<file path="config.mk">
export PLATFORM = sky130hd
export DESIGN_NAME = lap_ctrl
export DESIGN_NICKNAME = d
export VERILOG_FILES = /design/src/rtl/lap_pkg.sv /design/src/rtl/lap_ctrl.sv
export SDC_FILE = /design/constraint.sdc
export NUM_CORES = 1
export LEC_CHECK = 0
export BUFFER_PORTS_ARGS = -buffer_cell sky130_fd_sc_hd__buf_2
export CAP_MARGIN = 40
export CORE_MARGIN = 1
export CORE_UTILIZATION = 40
export CTS_BUF_LIST = sky130_fd_sc_hd__clkbuf_2
export DETAILED_ROUTE_END_ITERATION = 16
export GPL_ROUTABILITY_DRIVEN = 1
export PLACE_DENSITY_LB_ADDON = 0.2
export SLEW_MARGIN = 20
export SYNTH_ARGS = -nofsm -noshare
export SYNTH_HDL_FRONTEND = slang
export SYNTH_SLANG_ARGS = --single-unit
</file>
<file path="constraint.sdc">
create_clock -name clk_i -period 18.25 [get_ports clk_i]
set_input_delay 3.65 -clock clk_i [delete_from_list [all_inputs] [get_ports clk_i]]
set_output_delay 3.65 -clock clk_i [all_outputs]
set_load 0.01 [all_outputs]
</file>
<file path="src/rtl/lap_pkg.sv">
// Shared types and constants of the 3x3 Laplacian edge filter.
`default_nettype none

package lap_pkg;

  localparam int PIX_W     = 8;
  localparam int CFG_W     = 11;
  localparam int CFG_IDX_W = 1;

  // Configuration register indexes
  localparam logic [CFG_IDX_W-1:0] CFG_FRAME_WIDTH  = 1'b0;
  localparam logic [CFG_IDX_W-1:0] CFG_FRAME_HEIGHT = 1'b1;

  localparam logic [CFG_W-1:0] WIDTH_RESET  = 11'd640;
  localparam logic [CFG_W-1:0] HEIGHT_RESET = 11'd480;

  // Item kinds
  localparam logic FUNC_PIXEL = 1'b0;
  localparam logic FUNC_DRAIN = 1'b1;

  localparam logic [PIX_W-1:0] EDGE_MAX = 8'd255;

  typedef struct packed {
    logic             func;
    logic [PIX_W-1:0] pixel;
  } lap_in_t;

  typedef struct packed {
    logic [PIX_W-1:0] edge_value;
    logic             last_of_frame;
  } lap_out_t;

  // Per-item control flags from the position tracker
  typedef struct packed {
    logic has_out;
    logic last;
    logic top_ok;
    logic bot_ok;
    logic left_ok;
    logic right_ok;
  } lap_pos_t;

  typedef enum logic [2:0] {
    ST_IDLE = 3'b001,
    ST_MUL  = 3'b010,
    ST_DIV  = 3'b100
  } lap_state_e;

endpackage

`default_nettype wire

</file>
<file path="src/rtl/lap_ctrl.sv">
// Frame geometry registers, position counters and the position recompute sequencer.
`default_nettype none

module lap_ctrl
  import lap_pkg::*;
#(
  parameter int MAX_WIDTH  = 1024,
  parameter int MAX_HEIGHT = 1024,
  localparam int AW = (MAX_WIDTH > 1) ? $clog2(MAX_WIDTH) : 1,
  localparam int WW = $clog2(MAX_WIDTH + 1),
  localparam int HW = $clog2(MAX_HEIGHT + 1),
  localparam int PW = $clog2(MAX_WIDTH * MAX_HEIGHT + 1),
  localparam int TW = $clog2(MAX_WIDTH * MAX_HEIGHT + MAX_WIDTH + 1),
  localparam int CW = $clog2(TW + 1)
) (
  input  wire logic                 clk_i,
  input  wire logic                 rst_ni,
  input  wire logic                 cfg_we_i,
  input  wire logic [CFG_IDX_W-1:0] cfg_index_i,
  input  wire logic [CFG_W-1:0]     cfg_wdata_i,
  input  wire logic                 acc_i,
  output logic      [AW-1:0]        rd_addr_o,
  output lap_pos_t                  info_o,
  output logic                      idle_o
);

  logic [CFG_W-1:0] cfg_w_q, cfg_h_q;
  logic [WW-1:0]    w_eff;
  logic [HW-1:0]    h_eff;

  logic [TW-1:0]    t_q;
  logic [AW-1:0]    col_q;
  logic [AW-1:0]    cc_q;
  logic [TW-1:0]    cr_q;
  logic [PW-1:0]    wh_q;
  logic [TW-1:0]    thr_q;

  lap_state_e       state_q;
  logic [TW-1:0]    dvd_q;
  logic [TW-1:0]    quo_q;
  logic [WW:0]      rem_q;
  logic [CW-1:0]    cnt_q;

  logic [AW-1:0]    col;
  logic [AW-1:0]    col_nxt;
  logic [WW:0]      rem_sh;
  logic             q_bit;

  // effective geometry: clamp to 1..MAX
  always_comb begin
    if (cfg_w_q == '0) begin
      w_eff = WW'(1);
    end else if (32'(cfg_w_q) > MAX_WIDTH) begin
      w_eff = WW'(MAX_WIDTH);
    end else begin
      w_eff = WW'(cfg_w_q);
    end
    if (cfg_h_q == '0) begin
      h_eff = HW'(1);
    end else if (32'(cfg_h_q) > MAX_HEIGHT) begin
      h_eff = HW'(MAX_HEIGHT);
    end else begin
      h_eff = HW'(cfg_h_q);
    end
  end

  // input column and neighbor flags of the output position
  always_comb begin
    col = (WW'(col_q) >= w_eff) ? '0 : col_q;
    col_nxt = (WW'(col) + WW'(1) >= w_eff) ? '0 : AW'(WW'(col) + WW'(1));
    info_o.has_out  = t_q >= (TW'(w_eff) + TW'(1));
    info_o.last     = info_o.has_out && (t_q >= thr_q);
    info_o.top_ok   = cr_q != '0;
    info_o.bot_ok   = (cr_q + TW'(1)) < TW'(h_eff);
    info_o.left_ok  = cc_q != '0;
    info_o.right_ok = (WW'(cc_q) + WW'(1)) < w_eff;
  end

  assign rd_addr_o = col;
  assign idle_o    = state_q == ST_IDLE;

  // one restoring division step
  always_comb begin
    rem_sh = {rem_q[WW-1:0], dvd_q[TW-1]};
    q_bit  = rem_sh >= {1'b0, w_eff};
  end

  // configuration registers
  always_ff @(posedge clk_i or negedge rst_ni) begin
    if (!rst_ni) begin
      cfg_w_q <= WIDTH_RESET;
      cfg_h_q <= HEIGHT_RESET;
    end else if (cfg_we_i) begin
      unique case (cfg_index_i)
        CFG_FRAME_WIDTH:  cfg_w_q <= cfg_wdata_i;
        CFG_FRAME_HEIGHT: cfg_h_q <= cfg_wdata_i;
        default: ;
      endcase
    end
  end

  // sequencer and position counters
  always_ff @(posedge clk_i or negedge rst_ni) begin
    if (!rst_ni) begin
      state_q <= ST_MUL;
      t_q     <= '0;
      col_q   <= '0;
      cc_q    <= '0;
      cr_q    <= '0;
      wh_q    <= '0;
      thr_q   <= '0;
      dvd_q   <= '0;
      quo_q   <= '0;
      rem_q   <= '0;
      cnt_q   <= '0;
    end else if (cfg_we_i) begin
      state_q <= ST_MUL;
    end else begin
      unique case (state_q)
        ST_IDLE: begin
          if (acc_i) begin
            if (info_o.last) begin
              t_q   <= '0;
              col_q <= '0;
              cc_q  <= '0;
              cr_q  <= '0;
            end else begin
              t_q   <= t_q + TW'(1);
              col_q <= col_nxt;
              if (info_o.has_out) begin
                if (WW'(cc_q) + WW'(1) >= w_eff) begin
                  cc_q <= '0;
                  cr_q <= cr_q + TW'(1);
                end else begin
                  cc_q <= cc_q + AW'(1);
                end
              end
            end
          end
        end
        ST_MUL: begin
          // frame size and the dividend for the output position
          wh_q    <= PW'(w_eff * h_eff);
          dvd_q   <= info_o.has_out ? (t_q - TW'(w_eff) - TW'(1)) : '0;
          quo_q   <= '0;
          rem_q   <= '0;
          cnt_q   <= '0;
          state_q <= ST_DIV;
        end
        ST_DIV: begin
          thr_q <= TW'(wh_q) + TW'(w_eff);
          if (cnt_q == CW'(TW)) begin
            cc_q    <= rem_q[AW-1:0];
            cr_q    <= quo_q;
            state_q <= ST_IDLE;
          end else begin
            rem_q <= q_bit ? (rem_sh - {1'b0, w_eff}) : rem_sh;
            quo_q <= {quo_q[TW-2:0], q_bit};
            dvd_q <= {dvd_q[TW-2:0], 1'b0};
            cnt_q <= cnt_q + CW'(1);
          end
        end
        default: state_q <= ST_MUL;
      endcase
    end
  end

  // output column stays inside the row while items flow
  a_cc_in_row: assert property (@(posedge clk_i) disable iff (!rst_ni)
    (state_q == ST_IDLE) |-> (WW'(cc_q) < w_eff))
    else $error("output column beyond frame width");

  // frame end restarts the item count
  a_last_restart: assert property (@(posedge clk_i) disable iff (!rst_ni)
    (acc_i && idle_o && info_o.last && !cfg_we_i) |=> (t_q == '0))
    else $error("item count not cleared at frame end");

endmodule

`default_nettype wire

</file>
## Word level (Yosys, flattened, before mapping)

Index checks and enable logic that the tools add are counted.
W data, S select, Z words.

| storage, ports and cells | value |
|---|---|
| output and inout port bits | 17 |
| register bits | 187 |
| bits of input ports | 16 |
| logic and storage cells | 97 |

| cells by class | value |
|---|---|
| bitwise gates (word level) | 2 |
| magnitude comparators | 10 |
| equality and inequality tests | 11 |
| add/sub/neg operators | 11 |
| muxes and demuxes | 33 |
| reduce and logical (&&, ||, !) cells | 16 |
| multipliers | 1 |

Operators with widths:

| kind | number |
|---|---|
| $mux W21 | 9 |
| $pmux W21 S2 | 3 |
| $mux W10 | 8 |
| $mux W11 | 6 |
| $add A21 B1 Y21 const B | 2 |
| $add A10 B1 Y11 const B | 2 |
| $ge A11 B11 Y1 | 2 |
| $gt A11 B11 Y1 const B | 2 |
| $logic_not A11 Y1 | 2 |
| $pmux W11 S2 | 1 |
| $add A21 B11 Y21 | 1 |
| $ge A21 B12 Y1 | 1 |
| $ge A21 B21 Y1 | 1 |
| $lt A21 B11 Y1 | 1 |
| $mul A11 B11 Y21 | 1 |
| $reduce_bool A21 Y1 | 1 |
| $sub A21 B1 Y21 const B | 1 |
| $sub A21 B11 Y21 | 1 |
| $pmux W10 S2 | 1 |
| $add A11 B1 Y12 const B | 1 |
| $ge A12 B11 Y1 | 1 |
| $ge A10 B11 Y1 | 1 |
| $lt A11 B11 Y1 | 1 |
| $sub A11 B11 Y11 | 1 |
| other kinds (21) | 33 |

## Logic depth before layout (Yosys ltp)

Gate-level depths: netlist (run 1).

| logic depth | value |
|---|---|
| word-level depth | 9 |
| depth in mapped cells | 25 |
| depth with buffers taken out | 23 |

## Worst setup path before layout (run 1)

OpenSTA, ideal clock, no wires.

| timing path | value |
|---|---|
| path type | reg2out |
| from | register cfg_w_q[3] |
| to | output port info_o[5] in the netlist's numbering |
| stages on the path, launching flop included | 14 |
| data arrival time | 3.348 ns |
| path buffers | 1 |
| path slack | 11.252 ns |
| cells stage by stage | dfrtp_1 nor4_1 nand3_1 a21oi_1 ha_1 and4_1 xnor2_1 a21o_1 ha_1 nand4_1 nor4_1 nor3_4 nand2_2 clkbuf_1 |

RTL lines:

| what | RTL line | source |
|---|---|---|
| from (decl) | lap_ctrl.sv:27 | `logic [CFG_W-1:0] cfg_w_q, cfg_h_q;` |
| from (signal assigned) | lap_ctrl.sv:95 | `CFG_FRAME_WIDTH: cfg_w_q <= cfg_wdata_i;` |
| to (decl) | lap_ctrl.sv:23 | `output lap_pos_t info_o,` |

==> results of run 1 <==
==> power groups by stage <==
stage               registers [mW]  logic (mW)  clock network [mW]
global route                 0.561       0.954               0.261
finish                       0.551       0.834               0.237
global placement             0.556       0.821                   0
detailed placement           0.558       0.832                   0
floorplan                    0.530       0.612                   0
CTS                          0.550       0.841               0.249
==> state kept, by name, indices dropped and copies added, names as in the netlist, 11 cells and up <==
name     flops
cr_q        21
dvd_q       21
quo_q       21
t_q         21
thr_q       21
wh_q        21
cfg_h_q     11
cfg_w_q     11
rem_q       11
==> worst max-delay path, cell delays in order (launching register included) <==
cell and delay (ns):
dfrtp_1 0.63, nor2b_1 0.43, buf_4 0.24, clkinv_1 0.48, nor2_1 0.36, nand3_1 0.18, nor3_1 0.20, xnor2_1 0.11
ha_1 0.29, nand3_1 0.10, nor4_1 0.41, nor3_4 0.10, nand2_2 0.28, o21ai_4 0.26, inv_4 0.21, buf_2 0.16
==> cell usage in the layout, fill, tap and decap left out, types with 24 or more instances in the layout <==
master | netlist | routed
o21ai_0 | 105 | 104
nor2b_1 | 37 | 37
a21oi_1 | 69 | 69
nand3_1 | 64 | 64
dfrtp_1 | 180 | 180
nor2_1 | 161 | 160
buf_2 | 8 | 31
xor2_1 | 45 | 45
nor3_1 | 31 | 30
and3_1 | 25 | 25
a21o_1 | 31 | 31
mux2i_1 | 27 | 27
fa_1 | 82 | 82
nand4_1 | 24 | 24
nand2_1 | 240 | 240
xnor2_1 | 60 | 60
ha_1 | 174 | 174
inv_1 | 180 | 180
==> cells by family after synthesis <==
| logic type | after synthesis | synth area share (%) |
|---|---|---|
| buffers and inverters | 265 | 6.137 |
| AO/OA/AOI/OAI | 363 | 14.23 |
| AND/OR/NAND/NOR | 678 | 19.42 |
| XOR/XNOR | 105 | 5.542 |
| multiplexers | 53 | 3.393 |
| flip-flops | 187 | 28.25 |
| adder cells (fa/ha/maj) | 256 | 23.01 |
| other | 1 | 0.02260 |
==> metal layers <==
| metal | vias up | global-route usage [%] | wire, um |
|---|---|---|---|
| met5 | - | 0 | 0 |
| met4 | 0 | 5.979 | 772 |
| met3 | 55 | 3.595 | 2029 |
| met2 | 300 | 38.32 | 22430 |
| met1 | 6559 | 31.24 | 21340 |
| li1 | 6574 | - | - |
==> final cells by class <==
type | count | area, um^2 | share of cell area [%]
diodes | 2 | 5.005 | 0.02830
clock buffers | 19 | 95.09 | 0.5377
clock inverters | 13 | 163.9 | 0.9269
inverters | 190 | 715.7 | 4.047
multi-input cells | 1456 | 10930 | 61.83
flip-flops and latches | 187 | 4688 | 26.51
well taps | 532 | 665.6 | 3.764
repair buffers | 58 | 415.4 | 2.349
==> worst paths after layout <==
kind / startpoint / to / slack (ns)
min in group asynchronous: rst_ni / quo_q[14] / 2.64
max in group asynchronous: rst_ni / thr_q[20] / 14.54
worst max register to register: cfg_w_q[10] / wh_q[20] / 11.07
worst min-delay path: thr_q[15] / thr_q[15] / 0.51
worst max-delay path: cfg_w_q[10] / info_o[4] / 9.24
worst min register to register: thr_q[15] / thr_q[15] / 0.51
==> reports/results.tsv, run 1 <==
stage	metric	value	unit
synthesis	ys_top_cells_by_area	dfrtp_1 27%, ha_1 13%, fa_1 9.9%	
clock_tree	clk_root_buffer_cell	clkbuf_2	
floorplan	initial_core_util	40.64	%
synthesis	synth_area	0.01659	mm^2
clock_tree	clockBufferDepth	2	
pwr	finalPower	1.622	mW
synthesis	synth_top_area_share	27.14	%
worst_setup_path	r2r_cells	19	
pwr	leakage	8.635	nW
route	viasPerCell	5.490	
grt	antenna_found_initial	1	
sta	slew_viol_final	0	
grt	grt-ovfl-total	0	
place	gp_congestion	0.8547	
clock_tree	htree_levels	4	
run	maxCapViolCount	0	
worst_setup_path	cp.arrival	5.36	ns
worst_setup_path	crit_fanout	16	
place	numPortBuffers	32	
sta	rsz0062_at_grt	no	
synthesis	yosys.area.top_type	dfrtp_1	
pwr	p_clk_share	14.6	%
synthesis	yosysSeqAreaShare	28.25	%
pwr	seqPwrFrac	33.9	%
floorplan	die_area	0.04230	mm^2
floorplan	die_w	205.7	um
synthesis	synthArstFlopShare	100.0	%
floorplan	core_area	0.04083	mm^2
clock_tree	clock_sinks	187	
synthesis	synth_most_common_cell	nand2_1	
clock_tree	worstSkewPairLatency	0.91	ns
place	post_dp_cell_area	0.01739	mm^2
sta	finalHoldViolations	0	
grt	first_global_vias	13532	
route	ant_nets	0	
cells_and_area	fillers	4023	
route	vias	13488	
sta	setup_slack	9.239	ns
clock_tree	cts_tree	built	
floorplan	placement_rows	74	
sta	setup_viol_count_final	0	
worst_hold_path	holdPathStages	2	
synthesis	synthTopCellsByCount	240 x nand2_1, 180 x dfrtp_1, 180 x inv_1, 174 x ha_1, 161 x nor2_1	
route	wl_per_cell	18.95	um
sta	timing.final.crit_share	49.38	%
clock_tree	clk_pin_slew	0.27	ns
cells_and_area	postLayoutCellArea	0.01768	mm^2
grt	grt_pass1_wl	75000	um
synthesis	synth_fp_nets	2180	
grt	grt_usage	23.12	%
pwr	p_int	877.8	uW
pwr	p_comb_share	51.4	%
synthesis	ys_seq_elements	187	
sta	setup_tns	0	ns
synthesis	synthFlopType	dfrtp_1	
cells_and_area	final_cells	2457	
synthesis	syn_area_per_cell	8.697	um^2
worst_setup_path	crit_type	reg2out	
sta	finClkSkew	0.04955	ns
clock_tree	cts_hold_buf	0	
sta	fin_hold_ws	0.5100	ns
route	drt_iter0_markers	868	
route	drt-pass1-iter-count	7	
worst_setup_path	cp.required	14.60	ns
sta	period_needed	9.011	ns
route	wl	46570	um
sta	tightest_slew	0.8347	ns
cells_and_area	area_delta_synth_final	6.560	%
pwr	power_density	91.74	mW/mm^2
floorplan	io_pins	33	
cells_and_area	final_nets	2182	
pwr	peakVddDrop	85.58	uV
worst_hold_path	min_path_type	reg2reg	
route	drcViolationCount	0	
place	pre_cts_slack	9.776	ns
sta	fmax	111.0	MHz
place	dp.cells	2420	
cells_and_area	layout-drive-gt1-share	7.540	%
synthesis	yosysWarnings	0	
clock_tree	cts_made_buffers	17	
synthesis	synth-edff-count	0	
cells_and_area	final_util	43.31	%
worst_setup_path	end_kind	output pin	
floorplan	die_h	205.7	um
clock_tree	cts_resized	0	
run_status	status	finished clean	
place	hpwl	35840	um
synthesis	synth_cell_type_count	80	
grt	grt_start_max_net_pins	66	
clock_tree	cts_setup_buffers	0	
worst_setup_path	cp-start-kind	flop	
sta	slew_headroom	44.35	%
pwr	p_sw_share	45.89	%
synthesis	synth_cells	1908	
pwr	p_sw	744.4	uW
(Power assumes the default switching activity.)
==> inputs of run 2 (changes only) <==
==> constraint.sdc (replaced) <==
create_clock -name clk_i -period 8.8 [get_ports clk_i]
set_input_delay 1.76 -clock clk_i [delete_from_list [all_inputs] [get_ports clk_i]]
set_output_delay 1.76 -clock clk_i [all_outputs]
set_load 0.01 [all_outputs]
==> run 2 against run 1 <==
Core utilization barely moved. Routed wire length increased by 0.18%. Critical path depth is the same. Worst setup slack got worse by 7.8 ns. Via count increased by 1.1%. Sequential power up 110%. Hold slack improved by 0.011 ns. Die area did not move. Design area about the same. Largest power group unchanged.
==> reports/results.tsv, run 2 (synthesized netlist as in run 1, its figures left out) <==
stage	metric	value	unit	change
worst_setup_path	end_kind	output pin		
sta	finalHoldViolations	0		unchanged
pwr	peakVddDrop	214.2	uV	+150%
floorplan	initial_core_util	40.64	%	unchanged
clock_tree	htree_levels	4		unchanged
place	post_dp_cell_area	0.01735	mm^2	-0.21%
run	maxCapViolCount	0		unchanged
place	dp.cells	2420		unchanged
worst_hold_path	hp-start	quo_q[0]		
cells_and_area	seq_area	0.004688	mm^2	unchanged
cells_and_area	final_common_cell	nand2_1		
route	wl	46650	um	+0.18%
place	hpwl	35810	um	about the same
worst_setup_path	critPathMaxStageDelay	0.70	ns	+0.07 ns
cells_and_area	layout-drive-gt1-share	7.548	%	+0.0079 points
route	vias	13634		+1.1%
worst_setup_path	cp.required	7.04	ns	-7.56 ns
worst_setup_path	cpMostUsedCell	and4_1		
worst_hold_path	holdPathStages	2		unchanged
worst_hold_path	hold_end	quo_q[0]		
grt	grt-ovfl-total	0		unchanged
floorplan	placement_rows	74		unchanged
route	drt_iter0_markers	1062		+22%
grt	first_global_vias	13631		+0.73%
sta	setup_viol_count_final	0		unchanged
clock_tree	cts_tree	built		
worst_hold_path	min_path_type	reg2reg		
worst_setup_path	crit_buf_inv	5		+1
sta	tightest_slew	0.8477	ns	+0.01298 ns
sta	timing.final.crit_share	83.45	%	
clock_tree	cts_made_buffers	17		unchanged
floorplan	die_area	0.04230	mm^2	unchanged
clock_tree	clock_sinks	187		unchanged
clock_tree	cts_hold_buf	0		unchanged
route	drcViolationCount	0		unchanged
sta	slew_viol_final	0		unchanged
place	gp_congestion	0.9114		+6.6%
worst_setup_path	rrSetupSlack	1.84	ns	-9.23 ns
clock_tree	clk_pin_slew	0.33	ns	+0.06 ns
worst_setup_path	path_cells	inv_2 -> nand2_1 -> buf_4 -> inv_1 -> and4_1 -> and4_1 -> a31oi_1 -> ha_1 -> a21o_1 -> a211o_1 -> nor3_4 -> nand2_2 -> o21ai_4 -> inv_4 -> buf_2		
clock_tree	clockBufferDepth	2		unchanged
pwr	finalPower	3.376	mW	+110%
worst_setup_path	r2r_cells	19		unchanged
route	ant_nets	0		unchanged
pwr	leakage	8.638	nW	about the same
cells_and_area	multi_input_area	0.01093	mm^2	unchanged
clock_tree	cts_setup_buffers	0		unchanged
place	pre_cts_slack	1.938	ns	-7.838 ns
cells_and_area	area_delta_synth_final	6.575	%	about the same
cells_and_area	postLayoutCellArea	0.01769	mm^2	about the same
pwr	power_density	190.9	mW/mm^2	+110%
worst_setup_path	slowest_stage	dfrtp_1		
grt	grt_pass1_wl	75570	um	+0.75%
worst_setup_path	cp.arrival	5.58	ns	+0.22 ns
place	numPortBuffers	32		unchanged
floorplan	core_area	0.04083	mm^2	unchanged
route	wl_per_cell	19.00	um	+0.26%
sta	slew_headroom	43.37	%	-0.98 points
worst_setup_path	r2r-start	cfg_w_q[10]		
worst_setup_path	cp-start-kind	flop		
clock_tree	clk_root_buffer_cell	clkbuf_2		
sta	fmax	136.2	MHz	
sta	rsz0062_at_grt	no		
floorplan	die_h	205.7	um	unchanged
clock_tree	cts_resized	0		unchanged
cells_and_area	final_cells	2455		-0.081%
sta	setup_tns	0	ns	unchanged
grt	grt_start_max_net_pins	71		+7.6%
worst_setup_path	crit_type	reg2out		
floorplan	die_w	205.7	um	unchanged
run_status	status	finished clean		
grt	antenna_found_initial	2		+1
sta	finClkSkew	0.06200	ns	+0.01245 ns
grt	grt_usage	23.18	%	+0.059 points
worst_setup_path	critical_path.top_delay_family	compound AO/OA/AOI/OAI gates		
sta	setup_slack	1.456	ns	-7.783 ns
cells_and_area	final_cell_mix	240 x nand2_1, 180 x inv_1, 180 x dfrtp_1		
sta	period_needed	7.344	ns	
clock_tree	worstSkewPairLatency	0.94	ns	+0.03 ns
route	viasPerCell	5.554		+1.2%
route	drt-pass1-iter-count	6		-1
floorplan	io_pins	33		unchanged
worst_setup_path	crit_fanout	18		+2
cells_and_area	fillers	4086		+1.6%
worst_setup_path	r2r-end	wh_q[20]		
cells_and_area	final_nets	2181		-0.046%
==> run 2: routing by layer <==
metal | up-vias | track usage (%) | wire length, um
met3 | 71 | 3.706 | 1977
met2 | 298 | 37.41 | 22070
li1 | 6571 | - | -
met4 | 0 | 6.508 | 1055
met1 | 6694 | 31.90 | 21550
met5 | - | 0 | 0
==> run 2: report_power, final <==
group,switching (mW),internal [mW],total [mW],leakage [nW]
clock network,0.367,0.145,0.512,0.160
logic,1.07,0.647,1.71,6.07
registers,0.141,1.01,1.15,2.40
==> run 2: worst max path at each step <==
stage                      from  slack (ns)  cells past startpoint   endpoint
floorplan           cfg_w_q[10]        2.80                     21   wh_q[20]
global placement    cfg_w_q[10]        2.15                     19   wh_q[20]
detailed placement  cfg_w_q[10]        1.94                     19   wh_q[20]
CTS                 cfg_w_q[10]        1.32                     15  info_o[4]
global route         cfg_w_q[2]        1.13                     15  info_o[4]
finish              cfg_w_q[10]        1.46                     15  info_o[4]
==> run 2: metrics by stage <==
stage | hold WS [ns] | utilization (%)
final | 0.5214 | 43.31
after global routing | 0.5489 | 43.31
after CTS | 0.5229 | 43.17
after detailed placement | 0.4628 | 42.50
after global placement | 0.4575 | 42.39
after floorplan | 0.4453 | -
==> run 2: layout make-up <==
type / count / share of cell area (%)
antenna: 2 / 0.02830
clock buffer: 17 / 0.4811
clock inverter: 14 / 1.061
inverter: 190 / 4.047
multi-input combinational: 1456 / 61.83
sequential: 187 / 26.51
tap: 532 / 3.764
timing repair buffer: 57 / 2.285
==> run 2: worst min-delay path: cells and delay by family, from the launching register on <==
family,cells,cell delay [ns]
flip-flops,1,0.43
AND/OR/NAND/NOR,2,0.10
